### config.mk
export PLATFORM = sky130hd
export DESIGN_NAME = integer_to_ascii_digits_top
export DESIGN_NICKNAME = d
export VERILOG_FILES = /design/src/hw/rtl/ita_pkg.sv /design/src/hw/rtl/integer_to_ascii_digits_top.sv /design/src/hw/rtl/ita_conv.sv /design/src/hw/rtl/ita_emit.sv
export SDC_FILE = /design/constraint.sdc
export NUM_CORES = 1
export LEC_CHECK = 0
export BUFFER_PORTS_ARGS = -buffer_cell sky130_fd_sc_hd__buf_2
export CORE_MARGIN = 2
export CORE_UTILIZATION = 55
export DETAILED_ROUTE_END_ITERATION = 16
export PLACE_DENSITY = 0.77
export SYNTH_ARGS = -nofsm -noshare
export SYNTH_HDL_FRONTEND = slang
export SYNTH_HIERARCHICAL = 1
export SYNTH_SLANG_ARGS = --single-unit
### constraint.sdc
create_clock -name clk -period 4 [get_ports clk]
set_input_delay 0.8 -clock clk [delete_from_list [all_inputs] [get_ports clk]]
set_output_delay 0.8 -clock clk [all_outputs]
set_load 0.005 [all_outputs]
### src/hw/rtl/ita_pkg.sv
`timescale 1ns / 1ps

package ita_pkg;

    localparam int unsigned ValueWidth = 32;
    localparam int unsigned CharWidth  = 7;
    localparam int unsigned DigitWidth = 4;
    localparam int unsigned NumDigits  = 10;
    localparam int unsigned DigitsWidth = NumDigits * DigitWidth;
    localparam int unsigned BitCountWidth = $clog2(ValueWidth);
    localparam int unsigned LeftWidth = $clog2(NumDigits + 1);

    localparam logic [CharWidth-1:0] CharZero  = 7'h30;
    localparam logic [CharWidth-1:0] CharA     = 7'h61;
    localparam logic [CharWidth-1:0] CharMinus = 7'h2d;
    localparam logic [DigitWidth-1:0] DigitTen = 4'd10;

    typedef struct packed {
        logic [DigitsWidth-1:0] digits;
        logic                   neg;
    } ita_word_t;

    typedef enum logic [1:0] {
        CONV_IDLE,
        CONV_SHIFT,
        CONV_DONE
    } conv_state_t;

    typedef enum logic [1:0] {
        EMIT_IDLE,
        EMIT_SIGN,
        EMIT_SKIP,
        EMIT_DIGIT
    } emit_state_t;

    function automatic logic [CharWidth-1:0] digit_char(input logic [DigitWidth-1:0] d);
        logic [CharWidth-1:0] c;
        if (d < DigitTen)
        begin
            c = CharZero + CharWidth'(d);
        end
        else
        begin
            c = CharA + CharWidth'(d - DigitTen);
        end
        return c;
    endfunction

endpackage

### src/hw/rtl/integer_to_ascii_digits_top.sv
`timescale 1ns / 1ps

// Renders a 32-bit word as ASCII text, one character per output word,
// most significant digit first; last marks the final character.
// Input channel: in_valid/in_stall with value, use_hex, signed_mode.
// Output channel: out_valid/out_stall with char_code, last.
// A negative value in signed mode is preceded by '-'.
// Decimal: the value runs through the bit-serial double-dabble shifter;
// hex loads its nibbles directly. The emitter then drops leading zeros
// at one digit per cycle and, while the output is not stalled, gives one
// character per cycle; skipped zeros plus digits always make ten, so the
// number of digits does not change the timing. The converter takes the
// next word once it has handed its digits to the emitter, so it can work
// on one word while the emitter still writes out the one before.
// A stalled output holds its character; the emitter and then the
// converter stop, and in_stall stays high until room frees up.
// Reset clears both state machines and the output valid.
module integer_to_ascii_digits_top
(
    input  logic                                clk,
    input  logic                                rst_n,
    input  logic                                in_valid,
    output logic                                in_stall,
    input  logic [ita_pkg::ValueWidth-1:0]      value,
    input  logic                                use_hex,
    input  logic                                signed_mode,
    output logic                                out_valid,
    input  logic                                out_stall,
    output logic [ita_pkg::CharWidth-1:0]       char_code,
    output logic                                last
);

    logic               word_valid;
    logic               word_take;
    ita_pkg::ita_word_t word;

    ita_conv u_conv
    (
        .clk         (clk),
        .rst_n       (rst_n),
        .in_valid    (in_valid),
        .in_stall    (in_stall),
        .value       (value),
        .use_hex     (use_hex),
        .signed_mode (signed_mode),
        .word_valid  (word_valid),
        .word_take   (word_take),
        .word        (word)
    );

    ita_emit u_emit
    (
        .clk        (clk),
        .rst_n      (rst_n),
        .word_valid (word_valid),
        .word_take  (word_take),
        .word       (word),
        .out_valid  (out_valid),
        .out_stall  (out_stall),
        .char_code  (char_code),
        .last       (last)
    );

endmodule

### src/hw/rtl/ita_conv.sv
`timescale 1ns / 1ps

// magnitude, then one bit per cycle through a double-dabble shifter (hex skips it)
module ita_conv
(
    input  logic                                clk,
    input  logic                                rst_n,
    input  logic                                in_valid,
    output logic                                in_stall,
    input  logic [ita_pkg::ValueWidth-1:0]      value,
    input  logic                                use_hex,
    input  logic                                signed_mode,
    output logic                                word_valid,
    input  logic                                word_take,
    output ita_pkg::ita_word_t                  word
);

    ita_pkg::conv_state_t state_reg, state_next;
    logic [ita_pkg::ValueWidth-1:0]    bin_reg, bin_next;
    logic [ita_pkg::DigitsWidth-1:0]   bcd_reg, bcd_next;
    logic [ita_pkg::BitCountWidth-1:0] cnt_reg, cnt_next;
    logic                              neg_reg, neg_next;

    logic                              accept;
    logic                              neg_in;
    logic [ita_pkg::ValueWidth-1:0]    mag_in;
    logic [ita_pkg::DigitsWidth-1:0]   bcd_adj;

    assign accept = in_valid && !in_stall;
    assign neg_in = signed_mode && value[ita_pkg::ValueWidth-1];
    assign mag_in = neg_in ? (~value + ita_pkg::ValueWidth'(1)) : value;

    always_comb
    begin
        for (int i = 0; i < ita_pkg::NumDigits; i++)
        begin
            if (bcd_reg[i*ita_pkg::DigitWidth +: ita_pkg::DigitWidth] >= 4'd5)
            begin
                bcd_adj[i*ita_pkg::DigitWidth +: ita_pkg::DigitWidth] =
                    bcd_reg[i*ita_pkg::DigitWidth +: ita_pkg::DigitWidth] + 4'd3;
            end
            else
            begin
                bcd_adj[i*ita_pkg::DigitWidth +: ita_pkg::DigitWidth] =
                    bcd_reg[i*ita_pkg::DigitWidth +: ita_pkg::DigitWidth];
            end
        end
    end

    // next state and datapath
    always_comb
    begin
        state_next = state_reg;
        bin_next   = bin_reg;
        bcd_next   = bcd_reg;
        cnt_next   = cnt_reg;
        neg_next   = neg_reg;
        unique case (state_reg)
            ita_pkg::CONV_IDLE:
            begin
                if (accept)
                begin
                    neg_next = neg_in;
                    cnt_next = '0;
                    if (use_hex)
                    begin
                        bcd_next   = ita_pkg::DigitsWidth'(mag_in);
                        state_next = ita_pkg::CONV_DONE;
                    end
                    else
                    begin
                        bin_next   = mag_in;
                        bcd_next   = '0;
                        state_next = ita_pkg::CONV_SHIFT;
                    end
                end
            end
            ita_pkg::CONV_SHIFT:
            begin
                bcd_next = {bcd_adj[ita_pkg::DigitsWidth-2:0], bin_reg[ita_pkg::ValueWidth-1]};
                bin_next = {bin_reg[ita_pkg::ValueWidth-2:0], 1'b0};
                cnt_next = cnt_reg + ita_pkg::BitCountWidth'(1);
                if (cnt_reg == ita_pkg::BitCountWidth'(ita_pkg::ValueWidth - 1))
                begin
                    state_next = ita_pkg::CONV_DONE;
                end
            end
            ita_pkg::CONV_DONE:
            begin
                if (word_take)
                begin
                    state_next = ita_pkg::CONV_IDLE;
                end
            end
            default:
            begin
                state_next = ita_pkg::CONV_IDLE;
            end
        endcase
    end

    // outputs
    always_comb
    begin
        in_stall    = (state_reg != ita_pkg::CONV_IDLE);
        word_valid  = (state_reg == ita_pkg::CONV_DONE);
        word.digits = bcd_reg;
        word.neg    = neg_reg;
    end

    always_ff @(posedge clk or negedge rst_n)
    begin
        if (!rst_n)
        begin
            state_reg <= ita_pkg::CONV_IDLE;
        end
        else
        begin
            state_reg <= state_next;
        end
    end

    always_ff @(posedge clk)
    begin
        bin_reg <= bin_next;
        bcd_reg <= bcd_next;
        cnt_reg <= cnt_next;
        neg_reg <= neg_next;
    end

endmodule

### src/hw/rtl/ita_emit.sv
`timescale 1ns / 1ps

// sign, leading-zero skip, then one digit per cycle into the output register while the output is not stalled
module ita_emit
(
    input  logic                                clk,
    input  logic                                rst_n,
    input  logic                                word_valid,
    output logic                                word_take,
    input  ita_pkg::ita_word_t                  word,
    output logic                                out_valid,
    input  logic                                out_stall,
    output logic [ita_pkg::CharWidth-1:0]       char_code,
    output logic                                last
);

    ita_pkg::emit_state_t state_reg, state_next;
    logic [ita_pkg::DigitsWidth-1:0] dig_reg, dig_next;
    logic [ita_pkg::LeftWidth-1:0]   left_reg, left_next;
    logic                            out_valid_reg, out_valid_next;
    logic [ita_pkg::CharWidth-1:0]   char_reg, char_next;
    logic                            last_reg, last_next;

    logic                            out_free;
    logic [ita_pkg::DigitWidth-1:0]  top_digit;
    logic                            one_left;

    assign out_free  = !out_valid_reg || !out_stall;
    assign top_digit = dig_reg[ita_pkg::DigitsWidth-1 -: ita_pkg::DigitWidth];
    assign one_left  = (left_reg == ita_pkg::LeftWidth'(1));

    // next state and datapath
    always_comb
    begin
        state_next     = state_reg;
        dig_next       = dig_reg;
        left_next      = left_reg;
        char_next      = char_reg;
        last_next      = last_reg;
        out_valid_next = out_valid_reg && out_stall;
        unique case (state_reg)
            ita_pkg::EMIT_IDLE:
            begin
                if (word_valid)
                begin
                    dig_next   = word.digits;
                    left_next  = ita_pkg::LeftWidth'(ita_pkg::NumDigits);
                    state_next = word.neg ? ita_pkg::EMIT_SIGN : ita_pkg::EMIT_SKIP;
                end
            end
            ita_pkg::EMIT_SIGN:
            begin
                if (out_free)
                begin
                    char_next      = ita_pkg::CharMinus;
                    last_next      = 1'b0;
                    out_valid_next = 1'b1;
                    state_next     = ita_pkg::EMIT_SKIP;
                end
            end
            ita_pkg::EMIT_SKIP:
            begin
                if ((top_digit == '0) && !one_left)
                begin
                    dig_next  = {dig_reg[ita_pkg::DigitsWidth-ita_pkg::DigitWidth-1:0],
                                 {ita_pkg::DigitWidth{1'b0}}};
                    left_next = left_reg - ita_pkg::LeftWidth'(1);
                end
                else
                begin
                    state_next = ita_pkg::EMIT_DIGIT;
                end
            end
            ita_pkg::EMIT_DIGIT:
            begin
                if (out_free)
                begin
                    char_next      = ita_pkg::digit_char(top_digit);
                    last_next      = one_left;
                    out_valid_next = 1'b1;
                    dig_next  = {dig_reg[ita_pkg::DigitsWidth-ita_pkg::DigitWidth-1:0],
                                 {ita_pkg::DigitWidth{1'b0}}};
                    left_next = left_reg - ita_pkg::LeftWidth'(1);
                    if (one_left)
                    begin
                        state_next = ita_pkg::EMIT_IDLE;
                    end
                end
            end
            default:
            begin
                state_next = ita_pkg::EMIT_IDLE;
            end
        endcase
    end

    // outputs
    always_comb
    begin
        word_take = (state_reg == ita_pkg::EMIT_IDLE) && word_valid;
        out_valid = out_valid_reg;
        char_code = char_reg;
        last      = last_reg;
    end

    always_ff @(posedge clk or negedge rst_n)
    begin
        if (!rst_n)
        begin
            state_reg     <= ita_pkg::EMIT_IDLE;
            out_valid_reg <= 1'b0;
        end
        else
        begin
            state_reg     <= state_next;
            out_valid_reg <= out_valid_next;
        end
    end

    always_ff @(posedge clk)
    begin
        dig_reg  <= dig_next;
        left_reg <= left_next;
        char_reg <= char_next;
        last_reg <= last_next;
    end

endmodule

==> impl_metrics.json, run 1 <==
{
  "status": "finished clean",
  "peakVddDrop_mv": 0.451,
  "min_period_ns": 2.95,
  "dieArea_um2": 14700,
  "crit_path_start": "value[0]",
  "syn_avg_cell_area_um2": 11.3,
  "hold_viol": 0,
  "hold_class": "in2async",
  "post-route-drc-count": 0,
  "diodes": 0,
  "globalRouteMet3Util_pct": 4.75,
  "clock_path_buffers": 2,
  "final_common_cell": "edfxtp_1",
  "drtPass1Iterations": 7,
  "rrSetupSlack_ns": 1.31,
  "place_congestion": 0.922,
  "gr-max-usage-layer": "met2",
  "end_kind": "register",
  "final_cell_mix": "edfxtp_1, nor2_1, a21oi_1",
  "leakage_uw": 0.00318,
  "cts_tree": "yes",
  "n_fill_cell": 1014,
  "cts_setup_buffers": 0,
  "routed_wirelength_um": 15900,
  "period_share_pct": 73.7,
  "clock-sinks": 135,
  "relSlewSlack_pct": 25.9,
  "fp.coreArea_um2": 13300,
  "holdBufCountCts": 0,
  "htree_levels": 4,
  "syn-num-nets": 741,
  "cts_resized": 0,
  "worstSetupStartpointType": "primary input",
  "vias": 5399,
  "grt_remaining_overflow": 0,
  "ys_seq_elements": 135,
  "clkLatencyLatePin_ns": 0.42,
  "drt_iter0_markers": 462,
  "critPathMaxFanout": 10,
  "grt_usage_pct": 22.6,
  "synth_ff_type": "edfxtp_1",
  "path_clk_slew_ns": 0.06,
  "reg2reg_to": "u_emit/dig_reg[23]",
  "numCtsBuffers": 17,
  "rsz0062_at_grt": "no",
  "num_rows": 42,
  "via_per_inst": 6.02,
  "grt_max_degree": 88,
  "worst_slew_pin_slew_ns": 1.11,
  "fin_nets": 782,
  "grt_use_met2_pct": 36.6,
  "syn_to_final_growth_pct": 12.7,
  "grt_pass1_vias": 5262,
  "powerDensity_nw_per_um2": 861,
  "syn_area_um2": 7550,
  "cts-root-buf": "clkbuf_16",
  "synth_warnings": 6,
  "arrival_ns": 3.09,
  "setup.worst_path.class": "in2reg",
  "dp_hpwl_um": 10800,
  "slew_viol_final": 0,
  "max_cap_viol_count": 0,
  "initial_utilization_pct": 56.8,
  "hold_ws_ns": 0.188,
  "port-buffer-count": 47,
  "die_w_um": 121,
  "fp.dieH_um": 121,
  "synth-async-reset-ratio_pct": 3.70,
  "layout-drive-gt1-share_pct": 18.3,
  "wl_per_cell_um": 17.8,
  "worst_r2r_path_depth": 4,
  "setup_viol": 0,
  "critPathCapture": "u_conv/bcd_reg[24]",
  "ant_nets": 0,
  "grtUsageMet1_pct": 29.8,
  "antenna_found_initial": 0,
  "syn_inst": 667,
  "r2r-start": "u_emit/left_reg[0]",
  "seqCellArea_um2": 4030,
  "ys_types": 54,
  "synth_edf_count": 130,
  "ys_seq_area_share_pct": 53.4,
  "ios": 48,
  "fin_skew_ns": 0.00522,
  "worstPathRequired_ns": 4.14,
  "grt_pass1_wl_um": 25800,
  "multi_input_area_um2": 3250,
  "fin_setup_tns_ns": 0,
  "max_freq_mhz": 339
}
[kinds of logic (layout without fill, tap and decap cells)]
group / count (synthesis) / after routing / share of synthesized area (%)
multiplexers: 46 / 46 / 6.73
AND/OR/NAND/NOR: 180 / 180 / 12.1
buffers and inverters: 68 / 122 / 3.90
AO/OA/AOI/OAI: 151 / 151 / 12.0
XOR/XNOR: 51 / 51 / 5.92
adder cells (fa/ha/maj): 36 / 36 / 5.97
flip-flops: 135 / 135 / 53.4
[report_power, final]
part	switching (uW)	internal, uW	leakage [uW]
Combinational	1620	1110	0.00157
Sequential	415	2610	0.00132
Clock	587	975	0.000283
Total	2620	4700	0.00318
[cells in the mapped netlist, types with 8 or more instances]
master	instances	area, um^2
nand2_1	31	116
edfxtp_1	130	3900
a21oi_1	59	295
o22ai_1	18	113
clkbuf_1	20	75.1
inv_1	38	143
xor2_1	19	166
mux2_2	38	428
and2_1	8	50.1
nor3_1	13	65.1
nor2_1	61	229
nor3b_1	10	75.1
mux2i_1	8	80.1
nand3_1	12	60.1
xnor2_1	32	280
o21ai_0	27	135
ha_1	36	450
nand2b_1	13	81.3
a31oi_1	9	56.3
o31ai_1	11	82.6
[worst max-delay path, cell delays in order]
cell     delay [ns]
buf_2          0.11
inv_1          0.11
ha_1           0.22
or4b_4         0.53
or3_1          0.48
o41ai_1        0.52
mux2_2         0.26
o21ai_2        0.05
[through the flow]
step	instance area, um^2	total power [uW]	setup WS [ns]	instances	utilization [%]
4_1_cts	8500	7310	1.09	897	63.9
6_report	8500	7320	1.05	897	63.9
5_1_grt	8500	7760	0.934	897	63.9
3_3_place_gp	7910	5540	0.794	865	59.5
2_1_floorplan	7550	5010	0.337	667	-
3_5_place_dp	7910	5730	0.665	865	59.5
[worst min-delay path by stage]
stage	startpoint	end	slack [ns]	cells past startpoint
detailed placement	u_conv/bin_reg[23]	u_conv/bin_reg[24]	0.52	2
global route	rst_n	u_conv/state_reg[0]	0.18	1
CTS	rst_n	u_conv/state_reg[0]	0.18	1
finish	rst_n	u_emit/state_reg[0]	0.19	1
global placement	u_conv/bin_reg[26]	u_conv/bin_reg[27]	0.51	2
floorplan	u_conv/bin_reg[31]	u_conv/bcd_reg[0]	0.49	2
[final cells by class]
type                            instances  share of cell area (%)
Sequential cell                       135                    47.4
Multi-Input combinational cell        464                    38.2
Clock buffer                           19                    5.09
Timing Repair Buffer                   52                    3.21
Tap cell                              176                    2.59
Clock inverter                         13                    1.81
Inverter                               38                    1.68
[routing by layer]
layer / wire (um) / vias up
li1: - / 2538
met1: 6780 / 2589
met2: 7760 / 236
met3: 1020 / 36
met4: 372 / 0
met5: 0 / -
Note: power is estimated with default switching activity, not from simulation.
==> run 2, diff against run 1 <==
- ABC_AREA: default -> 1
- PLACE_DENSITY: 0.77 -> 0.8
- clock period: 4 -> 2.6 ns (I/O delays scaled with it)
==> impl_metrics.json, run 2 <==
{
  "status": "finished clean",
  "slowest_delay_ns": 0.43,
  "fp.dieH_um": 125,
  "crit_family": "flip-flops",
  "grt_max_degree": 61,
  "ios": 48,
  "ant_nets": 0,
  "cts_setup_buffers": 0,
  "synth_warnings": 6,
  "max_freq_mhz": 527,
  "max_cap_viol_count": 0,
  "syn_to_final_growth_pct": 12.2,
  "setup_ws_ns": 0.701,
  "hold_ws_ns": 0.369,
  "dieArea_um2": 15500,
  "fp.coreArea_um2": 14400,
  "routed-wl-met2_um": 8100,
  "dr_wl_met3_um": 975,
  "peakVddDrop_mv": 0.843,
  "cts_tree": "yes",
  "relSlewSlack_pct": 53.5,
  "grt_usage_pct": 22.7,
  "die_w_um": 125,
  "port-buffer-count": 47,
  "wl_met1_um": 7570,
  "critPathSlowestCell": "dfrtp_1",
  "place_inst": 1140,
  "ys_types": 40,
  "final_cell_mix": "nand2_1, edfxtp_1, inv_1",
  "end_kind": "register",
  "yosysTopAreaCellShare_pct": 48.9,
  "clock_path_buffers": 2,
  "arrival_ns": 2.00,
  "worstPathRequired_ns": 2.70,
  "vias": 6364,
  "leakage_uw": 0.00391,
  "dp_worst_setup_slack_ns": 0.539,
  "post-route-drc-count": 0,
  "numCtsBuffers": 17,
  "layout-drive-gt1-share_pct": 13.1,
  "clkLatencyLatePin_ns": 0.42,
  "synth_commonest_cells": "nand2_1, edfxtp_1, inv_1, nor2_1, o21ai_0",
  "cts-root-buf": "clkbuf_16",
  "syn_inst": 929,
  "grt_remaining_overflow": 0,
  "initial_utilization_pct": 55.6,
  "critPathMaxFanout": 44,
  "rsz0062_at_grt": "no",
  "clock-sinks": 135,
  "path_clk_slew_ns": 0.06,
  "powerDensity_nw_per_um2": 1240,
  "worst_slew_pin_slew_ns": 0.698,
  "hold_viol": 0,
  "hold_class": "in2reg",
  "grt_pass1_wl_um": 28400,
  "drt_iter0_markers": 547,
  "dp_hpwl_um": 11700,
  "dr.max_layer_used": "met4",
  "synth_edf_count": 130,
  "syn_area_um2": 7990,
  "num_rows": 44,
  "crit_buf_inv": 2,
  "setup_viol": 0,
  "final_common_cell": "nand2_1",
  "drtPass1Iterations": 5,
  "fin_skew_ns": 0.00579,
  "wl_per_cell_um": 14.5,
  "fin_setup_tns_ns": 0,
  "place_congestion": 0.868,
  "ys_seq_elements": 135,
  "min_period_ns": 1.90,
  "yosys.area.top_type": "edfxtp_1",
  "n_fill_cell": 1188,
  "fin_nets": 1050,
  "stdcell_count": 1173,
  "routed_wirelength_um": 17000,
  "worstSetupStartpointType": "register",
  "ys_seq_area_share_pct": 50.4,
  "slew_viol_final": 0,
  "syn-num-nets": 1003,
  "path_cells": "ha_1 > inv_1 > o21ai_0 > a21oi_4 > buf_12",
  "period_share_pct": 73.0,
  "via_per_inst": 5.43,
  "p_total_uw": 11100,
  "setup.worst_path.class": "reg2reg",
  "synth_ff_type": "edfxtp_1",
  "synth.most_common_cell": "nand2_1",
  "grt_pass1_vias": 5956,
  "antenna_found_initial": 0,
  "syn_avg_cell_area_um2": 8.60,
  "synth-async-reset-ratio_pct": 3.70,
  "diodes": 0,
  "yosys-top-cells-area": "edfxtp_1, nand2_1, ha_1, inv_1, o21ai_0",
  "htree_levels": 4
}
[run 2: cell types whose count changed after synthesis, moves of 15 or more]
| cell | previous run | this run |
|---|---|---|
| nand2_1 | 31 | 295 |
| inv_1 | 38 | 99 |
| nand3_1 | 12 | 60 |
| o21ai_0 | 27 | 67 |
| mux2_2 | 38 | 0 |
| xnor2_1 | 32 | 1 |
| a21oi_1 | 59 | 42 |
| clkbuf_1 | 20 | 5 |
| nor2_2 | 0 | 15 |
[run 2: layout make-up]
cell class	count	area [um^2]	share of cell area, %
sequential	135	4030	44.9
multi-input combinational	664	3410	38.1
clock buffer	17	425	4.75
inverter	103	389	4.34
timing repair buffer	55	348	3.88
tap	184	230	2.57
clock inverter	15	131	1.47
[run 2: routing by layer]
metal  global-route usage [%]  vias up
li1                         -     3184
met1                     30.7     2928
met2                     37.1      227
met3                     3.95       25
met4                     8.39        0
met5                        0        -
[run 2: final timing paths]
check                                    start  slack [ns]  cells after the start                  end
hold / removal                       out_stall        0.37                      3     u_emit/out_valid
setup reg to reg           u_emit/state_reg[0]        0.70                      5   u_emit/dig_reg[28]
setup / recovery           u_emit/state_reg[0]        0.70                      5   u_emit/dig_reg[28]
min in group asynchronous                rst_n        0.44                      2  u_conv/state_reg[1]
hold reg to reg             u_emit/dig_reg[24]        0.51                      2   u_emit/dig_reg[28]
max in group asynchronous                rst_n        2.03                      2     u_emit/out_valid
[run 2: kinds of logic after synthesis]
kind of cell               share of synthesized area, %
AOI/OAI and AO/OA                                  9.71
xor gates and xnor gates                          0.877
adders and majority gates                          5.64
buffers and inverters                              7.13
DFF                                                50.4
and+or+nand+nor                                    26.2
[run 2: tightest hold or removal path, delay by kind of cell]
family	cells	cell delay, ns
simple gates	2	0.14
buf+inv	1	0.09
[run 2: metrics by stage]
step           cell area (um^2)  util [%]
5_1_grt                    8960      62.4
6_report                   8960      62.4
3_5_place_dp               8400      58.4
2_1_floorplan              8000         -
4_1_cts                    8960      62.4
3_3_place_gp               8400      58.4
[run 2: timing repair]
action | 4_1_cts | 5_1_grt
hold buffers | 1 | 0
resized for setup | 0 | 0
hold endpoints to repair | 5 | 0
[run 2: report_power, final]
group | switching (uW) | internal, uW
clock | 933 | 1310
combinational | 2880 | 1350
sequential | 610 | 4050
==> run 3, diff against run 2 <==
- PLACE_DENSITY: 0.8 -> 0.77
- clock period: 2.6 -> 1.9 ns (I/O delays scaled with it)
==> impl_metrics.json, run 3 (synthesized netlist as in run 2, its figures left out) <==
{
  "status": "finished clean",
  "htree_levels": 4,
  "min_period_ns": 1.73,
  "fin_nets": 1063,
  "num_rows": 44,
  "fin_setup_tns_ns": 0,
  "dp_hpwl_um": 11800,
  "ant_nets": 0,
  "path_cells": "inv_1 > ha_1 > inv_1 > ha_1 > nand3_1 > nand2_1 > nand2_1 > o21ai_0 > inv_1",
  "fp.coreArea_um2": 14400,
  "worstPathRequired_ns": 2.08,
  "post_dp_cell_area_um2": 8560,
  "drtPass1Iterations": 6,
  "powerDensity_nw_per_um2": 1730,
  "fp.dieH_um": 125,
  "setup.worst_path.class": "reg2reg",
  "leakage_uw": 0.00403,
  "worstSetupStartpointType": "register",
  "cts-root-buf": "clkbuf_16",
  "finalInstanceArea_um2": 9200,
  "clkLatencyLatePin_ns": 0.42,
  "wl_per_cell_um": 14.1,
  "clock_path_buffers": 2,
  "numCtsBuffers": 17,
  "arrival_ns": 1.91,
  "critPathSlowestCell": "edfxtp_1",
  "syn_to_final_growth_pct": 15.1,
  "place_congestion": 0.881,
  "period_share_pct": 91.3,
  "diodes": 0,
  "antenna_found_initial": 0,
  "routed_wirelength_um": 16800,
  "initial_utilization_pct": 55.6,
  "critPathMaxFanout": 4,
  "worst_slew_pin_slew_ns": 0.408,
  "vias": 6425,
  "setup_viol": 0,
  "drt_iter0_markers": 523,
  "layout-drive-gt1-share_pct": 14.8,
  "grt_usage_pct": 21.9,
  "hold_viol": 0,
  "slowest_delay_ns": 0.40,
  "grt_max_degree": 46,
  "crit_top_cell": "inv_1",
  "post-route-drc-count": 0,
  "clock-sinks": 135,
  "rsz0062_at_grt": "no",
  "fin_skew_ns": 0.00959,
  "final_common_cell": "nand2_1",
  "dieArea_um2": 15500,
  "end_kind": "register",
  "final_cell_mix": "nand2_1, edfxtp_1, inv_1",
  "grt_pass1_vias": 5937,
  "ios": 48,
  "grt_pass1_wl_um": 27300,
  "cts_resized": 0,
  "max_freq_mhz": 577,
  "peakVddDrop_mv": 0.954,
  "slew_viol_final": 0,
  "hold_class": "in2reg",
  "p_total_uw": 15900,
  "cts_tree": "yes",
  "die_w_um": 125,
  "via_per_inst": 5.42,
  "grt_remaining_overflow": 0,
  "path_clk_slew_ns": 0.06,
  "max_cap_viol_count": 0,
  "relSlewSlack_pct": 72.8,
  "port-buffer-count": 47
}
[run 3: changes by cell type in the layout (fill, tap and decap cells not counted), sizes merged]
cell      change
buf          +13
bufinv        +3
clkinv        -3
clkbuf        +1
clkinvlp      -1
[run 3: report_power, final]
part           leakage (uW)  internal, uW  total [uW]  switching (uW)
sequential          0.00133          5530        6350             819
combinational       0.00240          2120        6050            3930
clock              0.000293          2200        3470            1270
[run 3: per-layer routing]
layer	wire length (um)	vias up	global-route usage, %
met2	7900	236	34.9
met4	420	0	9.25
met3	1170	31	5.20
met5	0	-	0
met1	7280	2948	28.8
li1	-	3210	-
[run 3: critical path: cells and delay by family, from the launching register on]
kind	cells	cell delay [ns]
buffers and inverters	3	0.25
and+or+nand+nor	3	0.23
AOI/OAI and AO/OA	1	0.14
adders and majority gates	2	0.46
DFF	1	0.40
[run 3: path summary, 6_finish.rpt]
check                                   startpoint             endpoint  slack, ns  depth (start not counted)
worst max-delay path            u_emit/dig_reg[37]  u_emit/char_code[4]       0.17                          9
worst min-delay path                     out_stall     u_emit/out_valid       0.23                          3
worst max register to register  u_emit/dig_reg[37]  u_emit/char_code[4]       0.17                          9
worst min register to register  u_emit/dig_reg[24]   u_emit/dig_reg[28]       0.51                          2
max in group asynchronous                    rst_n     u_emit/out_valid       1.48                          2
min in group asynchronous                    rst_n  u_conv/state_reg[0]       0.29                          2
[run 3: layout make-up]
cell class              count  area [um^2]
fillers                  1181         5170
flip-flops and latches    135         4030
multi-input cells         664         3420
repair buffers             68          495
clock buffers              18          429
inverters                 103          389
well taps                 184          230
clock inverters            14          199
[run 3: through the flow]
step           cells  util [%]  hold slack (ns)  setup WS (ns)
2_1_floorplan    929         -           0.0844         -0.171
3_3_place_gp    1153      59.6            0.199          0.107
3_5_place_dp    1153      59.6            0.201         0.0426
4_1_cts         1186      64.0            0.231          0.157
5_1_grt         1186      64.0            0.252        0.00597
6_report        1186      64.0            0.234          0.165
[run 3: timing repair]
action,4_1_cts,5_1_grt
setup endpoints to repair,0,0
hold buffers,1,0
endpoints found under the hold margin,5,0
setup buffers,0,0
